## src/sv/mkd_pkg.sv

```systemverilog
// Shared types, codes and constants of the Morse key decoder.
// Holds the Morse tree lookup. Depends on nothing.
package mkd_pkg;

	// Tree geometry: dot goes to 2i+1, dash to 2i+2
	localparam int TREE_LEVELS = 6;
	localparam int TREE_IDX_W  = TREE_LEVELS;
	localparam int DEPTH_W     = 3;

	// Configuration port
	localparam int CFG_W     = 16;
	localparam int CFG_IDX_W = 2;
	localparam logic [CFG_IDX_W-1:0] CFG_DOT_LIMIT  = 2'd0;
	localparam logic [CFG_IDX_W-1:0] CFG_LETTER_GAP = 2'd1;
	localparam logic [CFG_IDX_W-1:0] CFG_WORD_GAP   = 2'd2;

	localparam int TIMER_WIDTH_DEF = 16;
	localparam int DOT_LIMIT_RST   = 25;
	localparam int LETTER_GAP_RST  = 100;
	localparam int WORD_GAP_RST    = 200;

	// Result queue
	localparam int OUT_DEPTH = 4;
	localparam int OUT_PTR_W = $clog2(OUT_DEPTH);
	localparam int OUT_CNT_W = OUT_PTR_W + 1;

	// Stream widths
	localparam int S_DATA_W = 8;
	localparam int M_DATA_W = 16;

	// Key event codes
	localparam logic [1:0] KEY_NONE    = 2'd0;
	localparam logic [1:0] KEY_PRESS   = 2'd1;
	localparam logic [1:0] KEY_RELEASE = 2'd2;

	localparam logic [6:0] CHAR_NONE  = 7'h00;
	localparam logic [6:0] CHAR_BLANK = 7'h5F;

	typedef enum logic [2:0] {
		EV_NONE    = 3'd0,
		EV_ELEMENT = 3'd1,
		EV_LETTER  = 3'd2,
		EV_WORD    = 3'd3,
		EV_ERROR   = 3'd4
	} ev_kind_t;

	// One tick's keying decision, handed from keyer to tree walk
	typedef struct packed {
		logic elem;    // element finished on release
		logic dash;    // that element is a dash
		logic letter;  // letter gap ran out
		logic word;    // word gap ran out
	} key_act_t;

	// Result item, kind in the low bits
	typedef struct packed {
		logic [6:0] character;
		ev_kind_t   event_kind;
	} result_t;

	// Morse tree in heap order, ASCII of each node
	function automatic logic [6:0] node_char(input logic [TREE_IDX_W-1:0] idx);
		logic [6:0] c;
		unique case (idx)
			6'd1:  c = 7'h45; // E
			6'd2:  c = 7'h54; // T
			6'd3:  c = 7'h49; // I
			6'd4:  c = 7'h41; // A
			6'd5:  c = 7'h4E; // N
			6'd6:  c = 7'h4D; // M
			6'd7:  c = 7'h53; // S
			6'd8:  c = 7'h55; // U
			6'd9:  c = 7'h52; // R
			6'd10: c = 7'h57; // W
			6'd11: c = 7'h44; // D
			6'd12: c = 7'h4B; // K
			6'd13: c = 7'h47; // G
			6'd14: c = 7'h4F; // O
			6'd15: c = 7'h48; // H
			6'd16: c = 7'h56; // V
			6'd17: c = 7'h46; // F
			6'd19: c = 7'h4C; // L
			6'd21: c = 7'h50; // P
			6'd22: c = 7'h4A; // J
			6'd23: c = 7'h42; // B
			6'd24: c = 7'h58; // X
			6'd25: c = 7'h43; // C
			6'd26: c = 7'h59; // Y
			6'd27: c = 7'h5A; // Z
			6'd28: c = 7'h51; // Q
			6'd31: c = 7'h35; // 5
			6'd32: c = 7'h34; // 4
			6'd34: c = 7'h33; // 3
			6'd38: c = 7'h32; // 2
			6'd46: c = 7'h31; // 1
			6'd47: c = 7'h36; // 6
			6'd55: c = 7'h37; // 7
			6'd59: c = 7'h38; // 8
			6'd61: c = 7'h39; // 9
			6'd62: c = 7'h30; // 0
			6'd63: c = CHAR_NONE;  // outside the tree
			default: c = CHAR_BLANK;
		endcase
		return c;
	endfunction

endpackage

```

## src/sv/mkd_keyer.sv

```systemverilog
// Keying state machine with the dot, letter and word countdown timers.
// Also holds the three timing registers. Depends on mkd_pkg.
module mkd_keyer
	import mkd_pkg::*;
#(
	parameter int TIMER_WIDTH = TIMER_WIDTH_DEF
) (
	input  logic                 clk,
	input  logic                 arst_n,
	input  logic                 cfg_we,
	input  logic [CFG_IDX_W-1:0] cfg_index,
	input  logic [CFG_W-1:0]     cfg_data,
	input  logic                 tick,
	input  logic [1:0]           key_event,
	input  logic                 at_leaf,
	output key_act_t             act
);

	typedef enum logic [4:0] {
		PH_IDLE       = 5'b00001,
		PH_LETTER_GAP = 5'b00010,
		PH_ELEM_GAP   = 5'b00100,
		PH_DOT        = 5'b01000,
		PH_DASH       = 5'b10000
	} phase_t;

	localparam logic [TIMER_WIDTH-1:0] ONE = TIMER_WIDTH'(1);

	phase_t                 phase_q, phase_d;
	logic [TIMER_WIDTH-1:0] dot_limit_q, letter_gap_q, word_gap_q;
	logic [TIMER_WIDTH-1:0] dot_q, letter_q, word_q;
	logic [TIMER_WIDTH-1:0] dot_d, letter_d, word_d;
	logic [TIMER_WIDTH-1:0] dot_dec, letter_dec, word_dec;
	logic [TIMER_WIDTH-1:0] cfg_v;
	logic                   press, release_k;

	generate
		if (TIMER_WIDTH <= CFG_W) begin : g_narrow
			assign cfg_v = cfg_data[TIMER_WIDTH-1:0];
		end else begin : g_wide
			assign cfg_v = {{(TIMER_WIDTH-CFG_W){1'b0}}, cfg_data};
		end
	endgenerate

	always_ff @(posedge clk or negedge arst_n) begin
		if (!arst_n) begin
			dot_limit_q  <= TIMER_WIDTH'(DOT_LIMIT_RST);
			letter_gap_q <= TIMER_WIDTH'(LETTER_GAP_RST);
			word_gap_q   <= TIMER_WIDTH'(WORD_GAP_RST);
		end else if (cfg_we) begin
			unique case (cfg_index)
				CFG_DOT_LIMIT:  dot_limit_q  <= cfg_v;
				CFG_LETTER_GAP: letter_gap_q <= cfg_v;
				CFG_WORD_GAP:   word_gap_q   <= cfg_v;
				default: ;
			endcase
		end
	end

	assign press      = (key_event == KEY_PRESS);
	assign release_k  = (key_event == KEY_RELEASE);
	assign dot_dec    = dot_q - ONE;
	assign letter_dec = letter_q - ONE;
	assign word_dec   = word_q - ONE;

	always_comb begin
		phase_d  = phase_q;
		dot_d    = dot_dec;
		letter_d = letter_dec;
		word_d   = word_dec;
		act      = '0;
		unique case (phase_q)
			PH_IDLE, PH_LETTER_GAP, PH_ELEM_GAP: begin
				// press beats any timeout in the same tick
				priority if (press) begin
					phase_d = PH_DOT;
					dot_d   = dot_limit_q;
				end else if (phase_q == PH_ELEM_GAP && letter_dec == '0) begin
					act.letter = 1'b1;
					phase_d    = PH_LETTER_GAP;
				end else if (phase_q == PH_LETTER_GAP && word_dec == '0) begin
					act.word = 1'b1;
					phase_d  = PH_IDLE;
				end else begin
				end
			end
			PH_DOT, PH_DASH: begin
				priority if (release_k) begin
					act.elem = 1'b1;
					act.dash = (phase_q == PH_DASH);
					if (at_leaf) begin
						phase_d = PH_IDLE;
					end else begin
						phase_d  = PH_ELEM_GAP;
						letter_d = letter_gap_q;
						word_d   = word_gap_q;
					end
				end else if (phase_q == PH_DOT && dot_dec == '0) begin
					phase_d = PH_DASH;
				end else begin
				end
			end
			default: phase_d = PH_IDLE;
		endcase
	end

	always_ff @(posedge clk or negedge arst_n) begin
		if (!arst_n) begin
			phase_q  <= PH_IDLE;
			dot_q    <= TIMER_WIDTH'(DOT_LIMIT_RST);
			letter_q <= TIMER_WIDTH'(LETTER_GAP_RST);
			word_q   <= TIMER_WIDTH'(WORD_GAP_RST);
		end else if (tick) begin
			phase_q  <= phase_d;
			dot_q    <= dot_d;
			letter_q <= letter_d;
			word_q   <= word_d;
		end
	end

endmodule

```

## src/sv/mkd_walk.sv

```systemverilog
// Morse tree walk: position and depth in the tree, builds the result item.
// Depends on mkd_pkg.
module mkd_walk
	import mkd_pkg::*;
(
	input  logic     clk,
	input  logic     arst_n,
	input  logic     tick,
	input  key_act_t act,
	output logic     at_leaf,
	output result_t  res
);

	logic [TREE_IDX_W-1:0] idx_q, idx_d, idx_step;
	logic [DEPTH_W-1:0]    depth_q, depth_d;

	assign at_leaf  = (depth_q >= DEPTH_W'(TREE_LEVELS - 1));
	assign idx_step = {idx_q[TREE_IDX_W-2:0], 1'b0} + (act.dash ? 6'd2 : 6'd1);

	always_comb begin
		idx_d          = idx_q;
		depth_d        = depth_q;
		res.event_kind = EV_NONE;
		res.character  = CHAR_NONE;
		priority if (act.elem && at_leaf) begin
			res.event_kind = EV_ERROR;
			idx_d          = '0;
			depth_d        = '0;
		end else if (act.elem) begin
			idx_d          = idx_step;
			depth_d        = depth_q + DEPTH_W'(1);
			res.event_kind = EV_ELEMENT;
			res.character  = node_char(idx_step);
		end else if (act.letter || act.word) begin
			res.event_kind = act.letter ? EV_LETTER : EV_WORD;
			res.character  = node_char(idx_q);
			idx_d          = '0;
			depth_d        = '0;
		end else begin
		end
	end

	always_ff @(posedge clk or negedge arst_n) begin
		if (!arst_n) begin
			idx_q   <= '0;
			depth_q <= '0;
		end else if (tick) begin
			idx_q   <= idx_d;
			depth_q <= depth_d;
		end
	end

endmodule

```

## src/sv/mkd_out_fifo.sv

```systemverilog
// Small result queue that decouples the tick pipeline from the output side.
// Depends on mkd_pkg.
module mkd_out_fifo
	import mkd_pkg::*;
(
	input  logic                 clk,
	input  logic                 arst_n,
	input  logic                 push,
	input  result_t              push_data,
	input  logic                 pop,
	output logic                 valid,
	output result_t              head,
	output logic [OUT_CNT_W-1:0] count
);

	result_t              mem [OUT_DEPTH];
	logic [OUT_PTR_W-1:0] wr_ptr_q, rd_ptr_q;
	logic [OUT_CNT_W-1:0] count_q;

	always_ff @(posedge clk) begin
		if (push) begin
			mem[wr_ptr_q] <= push_data;
		end
	end

	always_ff @(posedge clk or negedge arst_n) begin
		if (!arst_n) begin
			wr_ptr_q <= '0;
			rd_ptr_q <= '0;
			count_q  <= '0;
		end else begin
			if (push) wr_ptr_q <= wr_ptr_q + OUT_PTR_W'(1);
			if (pop)  rd_ptr_q <= rd_ptr_q + OUT_PTR_W'(1);
			unique case ({push, pop})
				2'b10:   count_q <= count_q + OUT_CNT_W'(1);
				2'b01:   count_q <= count_q - OUT_CNT_W'(1);
				default: count_q <= count_q;
			endcase
		end
	end

	assign valid = (count_q != '0);
	assign head  = mem[rd_ptr_q];
	assign count = count_q;

endmodule

```

## src/sv/morse_key_decoder.sv

```systemverilog
// Morse key decoder top level: input stage, keyer, tree walk, result queue.
// Depends on mkd_pkg, mkd_keyer, mkd_walk, mkd_out_fifo.
//
// Each input item is one tick carrying a key event (none, press, release);
// each tick yields exactly one result item: an event kind (none, element,
// letter, word gap, error) and the ASCII of the current Morse tree node
// ('_' where the node has no letter, 0 on error or none). A press held no
// longer than dot_limit ticks is a dot, longer is a dash; after a release,
// letter_gap idle ticks end the letter and word_gap idle ticks end the word.
// The block takes one item per clock while s_tready is high. The item is
// registered, then keyer and tree walk update their state in one short pass
// and the result lands in a four-entry output queue. s_tready is computed
// from that queue's fill plus the item in flight, so it never depends
// combinationally on m_tready; a stalled output stops intake only once
// queued results plus the item in flight reach four. Timing registers are
// written through cfg_we/cfg_index/cfg_data and take effect at the next
// reload of the matching timer; write them only while the block is idle.
module morse_key_decoder
	import mkd_pkg::*;
#(
	parameter int TIMER_WIDTH = TIMER_WIDTH_DEF
) (
	input  logic                 clk,
	input  logic                 arst_n,
	// configuration write port
	input  logic                 cfg_we,
	input  logic [CFG_IDX_W-1:0] cfg_index,
	input  logic [CFG_W-1:0]     cfg_data,
	// key ticks in
	input  logic                 s_tvalid,
	output logic                 s_tready,
	input  logic [S_DATA_W-1:0]  s_tdata,   // [1:0] key_event, rest zero
	// decoded results out
	output logic                 m_tvalid,
	input  logic                 m_tready,
	output logic [M_DATA_W-1:0]  m_tdata    // [2:0] event_kind, [9:3] character
);

	logic                 valid_s1;
	logic [1:0]           key_s1;
	logic                 accept;
	key_act_t             act;
	logic                 at_leaf;
	result_t              res;
	result_t              head;
	logic [OUT_CNT_W-1:0] fifo_count;
	logic [OUT_CNT_W:0]   pending;

	// item in flight counts against queue space
	assign pending  = {1'b0, fifo_count} + {{OUT_CNT_W{1'b0}}, valid_s1};
	assign s_tready = (pending < (OUT_CNT_W+1)'(OUT_DEPTH));
	assign accept   = s_tvalid && s_tready;

	always_ff @(posedge clk or negedge arst_n) begin
		if (!arst_n) begin
			valid_s1 <= 1'b0;
		end else begin
			valid_s1 <= accept;
		end
	end

	always_ff @(posedge clk) begin
		if (accept) begin
			key_s1 <= s_tdata[1:0];
		end
	end

	mkd_keyer #(
		.TIMER_WIDTH(TIMER_WIDTH)
	) u_keyer (
		.clk       (clk),
		.arst_n    (arst_n),
		.cfg_we    (cfg_we),
		.cfg_index (cfg_index),
		.cfg_data  (cfg_data),
		.tick      (valid_s1),
		.key_event (key_s1),
		.at_leaf   (at_leaf),
		.act       (act)
	);

	mkd_walk u_walk (
		.clk     (clk),
		.arst_n  (arst_n),
		.tick    (valid_s1),
		.act     (act),
		.at_leaf (at_leaf),
		.res     (res)
	);

	mkd_out_fifo u_out (
		.clk       (clk),
		.arst_n    (arst_n),
		.push      (valid_s1),
		.push_data (res),
		.pop       (m_tvalid && m_tready),
		.valid     (m_tvalid),
		.head      (head),
		.count     (fifo_count)
	);

	assign m_tdata = {{(M_DATA_W - $bits(result_t)){1'b0}}, head};

endmodule

```

## config.mk

```make
export PLATFORM = sky130hd
export DESIGN_NAME = morse_key_decoder
export DESIGN_NICKNAME = d
export VERILOG_FILES = /design/src/sv/mkd_pkg.sv /design/src/sv/mkd_keyer.sv /design/src/sv/mkd_walk.sv /design/src/sv/mkd_out_fifo.sv /design/src/sv/morse_key_decoder.sv
export SDC_FILE = /design/constraint.sdc
export NUM_CORES = 1
export LEC_CHECK = 0
export BUFFER_PORTS_ARGS = -buffer_cell sky130_fd_sc_hd__buf_2
export CORE_MARGIN = 3
export CORE_UTILIZATION = 30
export DETAILED_ROUTE_END_ITERATION = 8
export PLACE_DENSITY = 0.49
export SYNTH_ARGS = -nofsm -noshare
export SYNTH_HDL_FRONTEND = slang
export SYNTH_SLANG_ARGS = --single-unit
```

## constraint.sdc

```tcl
create_clock -name clk -period 5.8 [get_ports clk]
set_input_delay 0.58 -clock clk [delete_from_list [all_inputs] [get_ports clk]]
set_output_delay 0.58 -clock clk [all_outputs]
set_load 0.01 [all_outputs]
```

==> flow_summary.toml <==
[clock_tree]
post_cts_buffers = 0
postCtsResizedCells = 0
cts.clk_slew.worst_paths_ns = 0.06
clk-insertion-delay-late_ns = 0.42
htreeDepth = 4
cts_tree = "built"
cts_buffers = 17
cts_hold_buf = 0
cts_root_buffer = "clkbuf_16"
clk_path_buf_depth = 2
cts.sinks = 160

[logic_synthesis]
synth_top_family_by_area = "compound AO/OA/AOI/OAI gates"
synth_cells = 1002
synth-adder-area-share_pct = 3.728
async_flop_share_pct = 73.75
synthMuxAreaShare_pct = 9.073
synth_seq_cells = 160
synthesis.area_mm2 = 0.009598
synthSimpleGateAreaFrac_pct = 17.34
synth-edff-count = 42
netlist-cell-type-count = 80
seq_area_frac_synth_pct = 44.15
synth_compound_area_share_pct = 18.99
syn_area_per_cell_um2 = 9.579
synth_xor_area_share_pct = 2.099
synthFlopType = "dfrtp_1"
ys_warn_count = 0

[timing]
min_period_ns = 4.182
slew_headroom_pct = 36.37
finalCritPeriodShare_pct = 72.11
fin_ws_ns = 1.618
rsz0062_at_grt = "false"
slew_violations = 0
hold_violations = 0
tns_ns = 0
skew_ns = 0.009704
finalSetupViolCount = 0
max_slew.worst_pin.slew_ns = 0.9476
fmax_ghz = 0.2391

[global_routing]
grt_overflow = 0
antenna_found_initial = 0
grt_pass1_wl_mm = 40.67
track_usage_pct = 14.93
grt_pass1_vias = 7264
grt_max_degree = 82

[floorplan]
initial_core_util_pct = 30.89
die_area_mm2 = 0.03418
ioPinCount = 49
rows = 64
die_height_um = 184.9
coreArea_mm2 = 0.03107
dieWidth_um = 184.9

[drt]
antenna_left = 0
drt_iter0_markers = 526
drc_errors = 0
via_count = 7500
wl_per_cell_um = 17.72
viasPerCell = 5.338
wl_mm = 24.89
dr.pass1.iters = 5

[power]
p_per_area_mw_per_mm2 = 417.0
intPower_uw = 2752
ir_drop_uv = 200.7
power_frac_clock_pct = 24.5
switching_share_pct = 37.84
switchingPower_uw = 1675
p_comb_share_pct = 32.1
leakage_uw = 0.004191
p_seq_share_pct = 43.4
finalPower_uw = 4427

[layout]
drive_gt1_share_pct = 17.15
layout_commonest_cell = "o21ai_0"
nets = 1055
nFillCells = 3210
final_cell_mix = "o21ai_0 (104), nand2_1 (102), dfrtp_1 (98), a21oi_1 (74), nor2_1 (72)"
syn_to_final_growth_pct = 10.60
antenna_cells = 0

[critical_path]
cp.required_ns = 5.96
cp_max_fo = 31
slowest_delay_ns = 0.72
crit_slowest_cell = "or4_1"
path_cells = "nand4bb_1 -> or4_1 -> inv_2 -> ha_1 -> ha_1 -> nor3_1 -> a21oi_1 -> o221ai_1 -> o21ai_0 -> o22ai_1 -> a2bb2o_1"
path_common_cell = "ha_1"
critPathLaunchType = "flip-flop"
crit_family = "simple AND/OR/NAND/NOR gates"
path_buf_inv = 1
end_kind = "flip-flop"
path_class = "flip-flop to flip-flop"
worstPathArrival_ns = 4.34

[min_path]
min_path_type = "primary input to async pin"

[placed_design]
preCtsSetupSlack_ns = 1.637
place.gp.congestion = 0.8283
io_buffers = 36
post-dp-hpwl_mm = 16.75

[flow_run]
maxCapViolations = 0

[status]
status = "completed"
-- metrics by stage --
| stage | hold slack [ns] | cell area, um^2 | util [%] | std cells |
|---|---|---|---|---|
| floorplan | 0.2844 | 9617 | - | 1007 |
| global placement | 0.4687 | 10050 | 32.35 | 1373 |
| detailed placement | 0.4778 | 10050 | 32.35 | 1373 |
| CTS | 0.2717 | 10620 | 34.17 | 1405 |
| global route | 0.3007 | 10620 | 34.17 | 1405 |
| finish | 0.2458 | 10620 | 34.17 | 1405 |
-- sequential cells by signal, indices dropped and copies added (netlist names) --
register              count
key_s1                    2
u_out.wr_ptr_q            2
valid_s1                  1
u_keyer.phase_q           5
u_keyer.word_gap_q       16
u_keyer.letter_q         16
u_keyer.letter_gap_q     16
u_out.mem                40
u_out.rd_ptr_q            2
u_out.count               3
u_keyer.word_q           16
u_keyer.dot_limit_q      16
u_keyer.dot_q            16
u_walk.depth_q            3
u_walk.idx_q              6
-- power by group through the flow --
| stage | Sequential [uW] | Combinational [uW] | Clock, uW |
|---|---|---|---|
| floorplan | 1720 | 1220 | 0 |
| global placement | 1930 | 1410 | 0 |
| detailed placement | 1940 | 1430 | 0 |
| CTS | 1920 | 1440 | 1120 |
| global route | 1990 | 1620 | 1170 |
| finish | 1920 | 1420 | 1090 |
-- cell usage after synthesis, types with 21 or more instances --
library cell,number,area share (%)
o21ai_0,104,5.4
nand2_1,102,4.0
dfrtp_1,99,26
a21oi_1,74,3.9
nor2_1,73,2.9
clkbuf_1,60,2.3
mux2_2,50,5.9
edfxtp_1,42,13
ha_1,27,3.5
nand3_1,25,1.3
nor3_1,25,1.3
inv_1,21,0.82
-- final timing paths --
| check | cells after the start | start | to | slack [ns] |
|---|---|---|---|---|
| max | 11 | u_keyer.phase_q[3] | u_out.mem[0][4] | 1.62 |
| min | 1 | arst_n | u_keyer.dot_q[1] | 0.25 |
| max reg2reg | 11 | u_keyer.phase_q[3] | u_out.mem[0][4] | 1.62 |
| min reg2reg | 1 | u_out.count[2] | u_out.count[2] | 0.48 |
| max in group asynchronous | 2 | arst_n | u_keyer.dot_limit_q[1] | 4.29 |
| min in group clk | 1 | s_tdata[1] | key_s1[1] | 0.34 |
-- cell type report --
cell class | instances | area, um^2 | area share [%]
Clock inverter | 13 | 120.1 | 1.132
Inverter | 24 | 90.09 | 0.8487
Clock buffer | 19 | 442.9 | 4.173
Timing Repair Buffer | 48 | 272.8 | 2.570
Sequential cell | 160 | 4239 | 39.93
Tap cell | 396 | 495.5 | 4.668
Multi-Input combinational cell | 745 | 4955 | 46.68
-- logic make-up after synthesis --
kind of cell	Yosys count
other	1
adders and majority gates	28
AOI/OAI and AO/OA	296
muxes	67
xor gates and xnor gates	23
DFF	160
and+or+nand+nor	325
buffers and inverters	102
-- metal layers --
metal / wire length, um / global-route usage, % / part of all wire, % / vias up
met3: 783 / 2.671 / 3.1 / 15
met5: 0 / 0 / 0 / -
met2: 11740 / 23.47 / 47 / 125
li1: - / - / - / 3675
met4: 216 / 3.391 / 0.87 / 0
met1: 12160 / 21.50 / 49 / 3685
No activity file was read; power rests on OpenSTA's default activity.
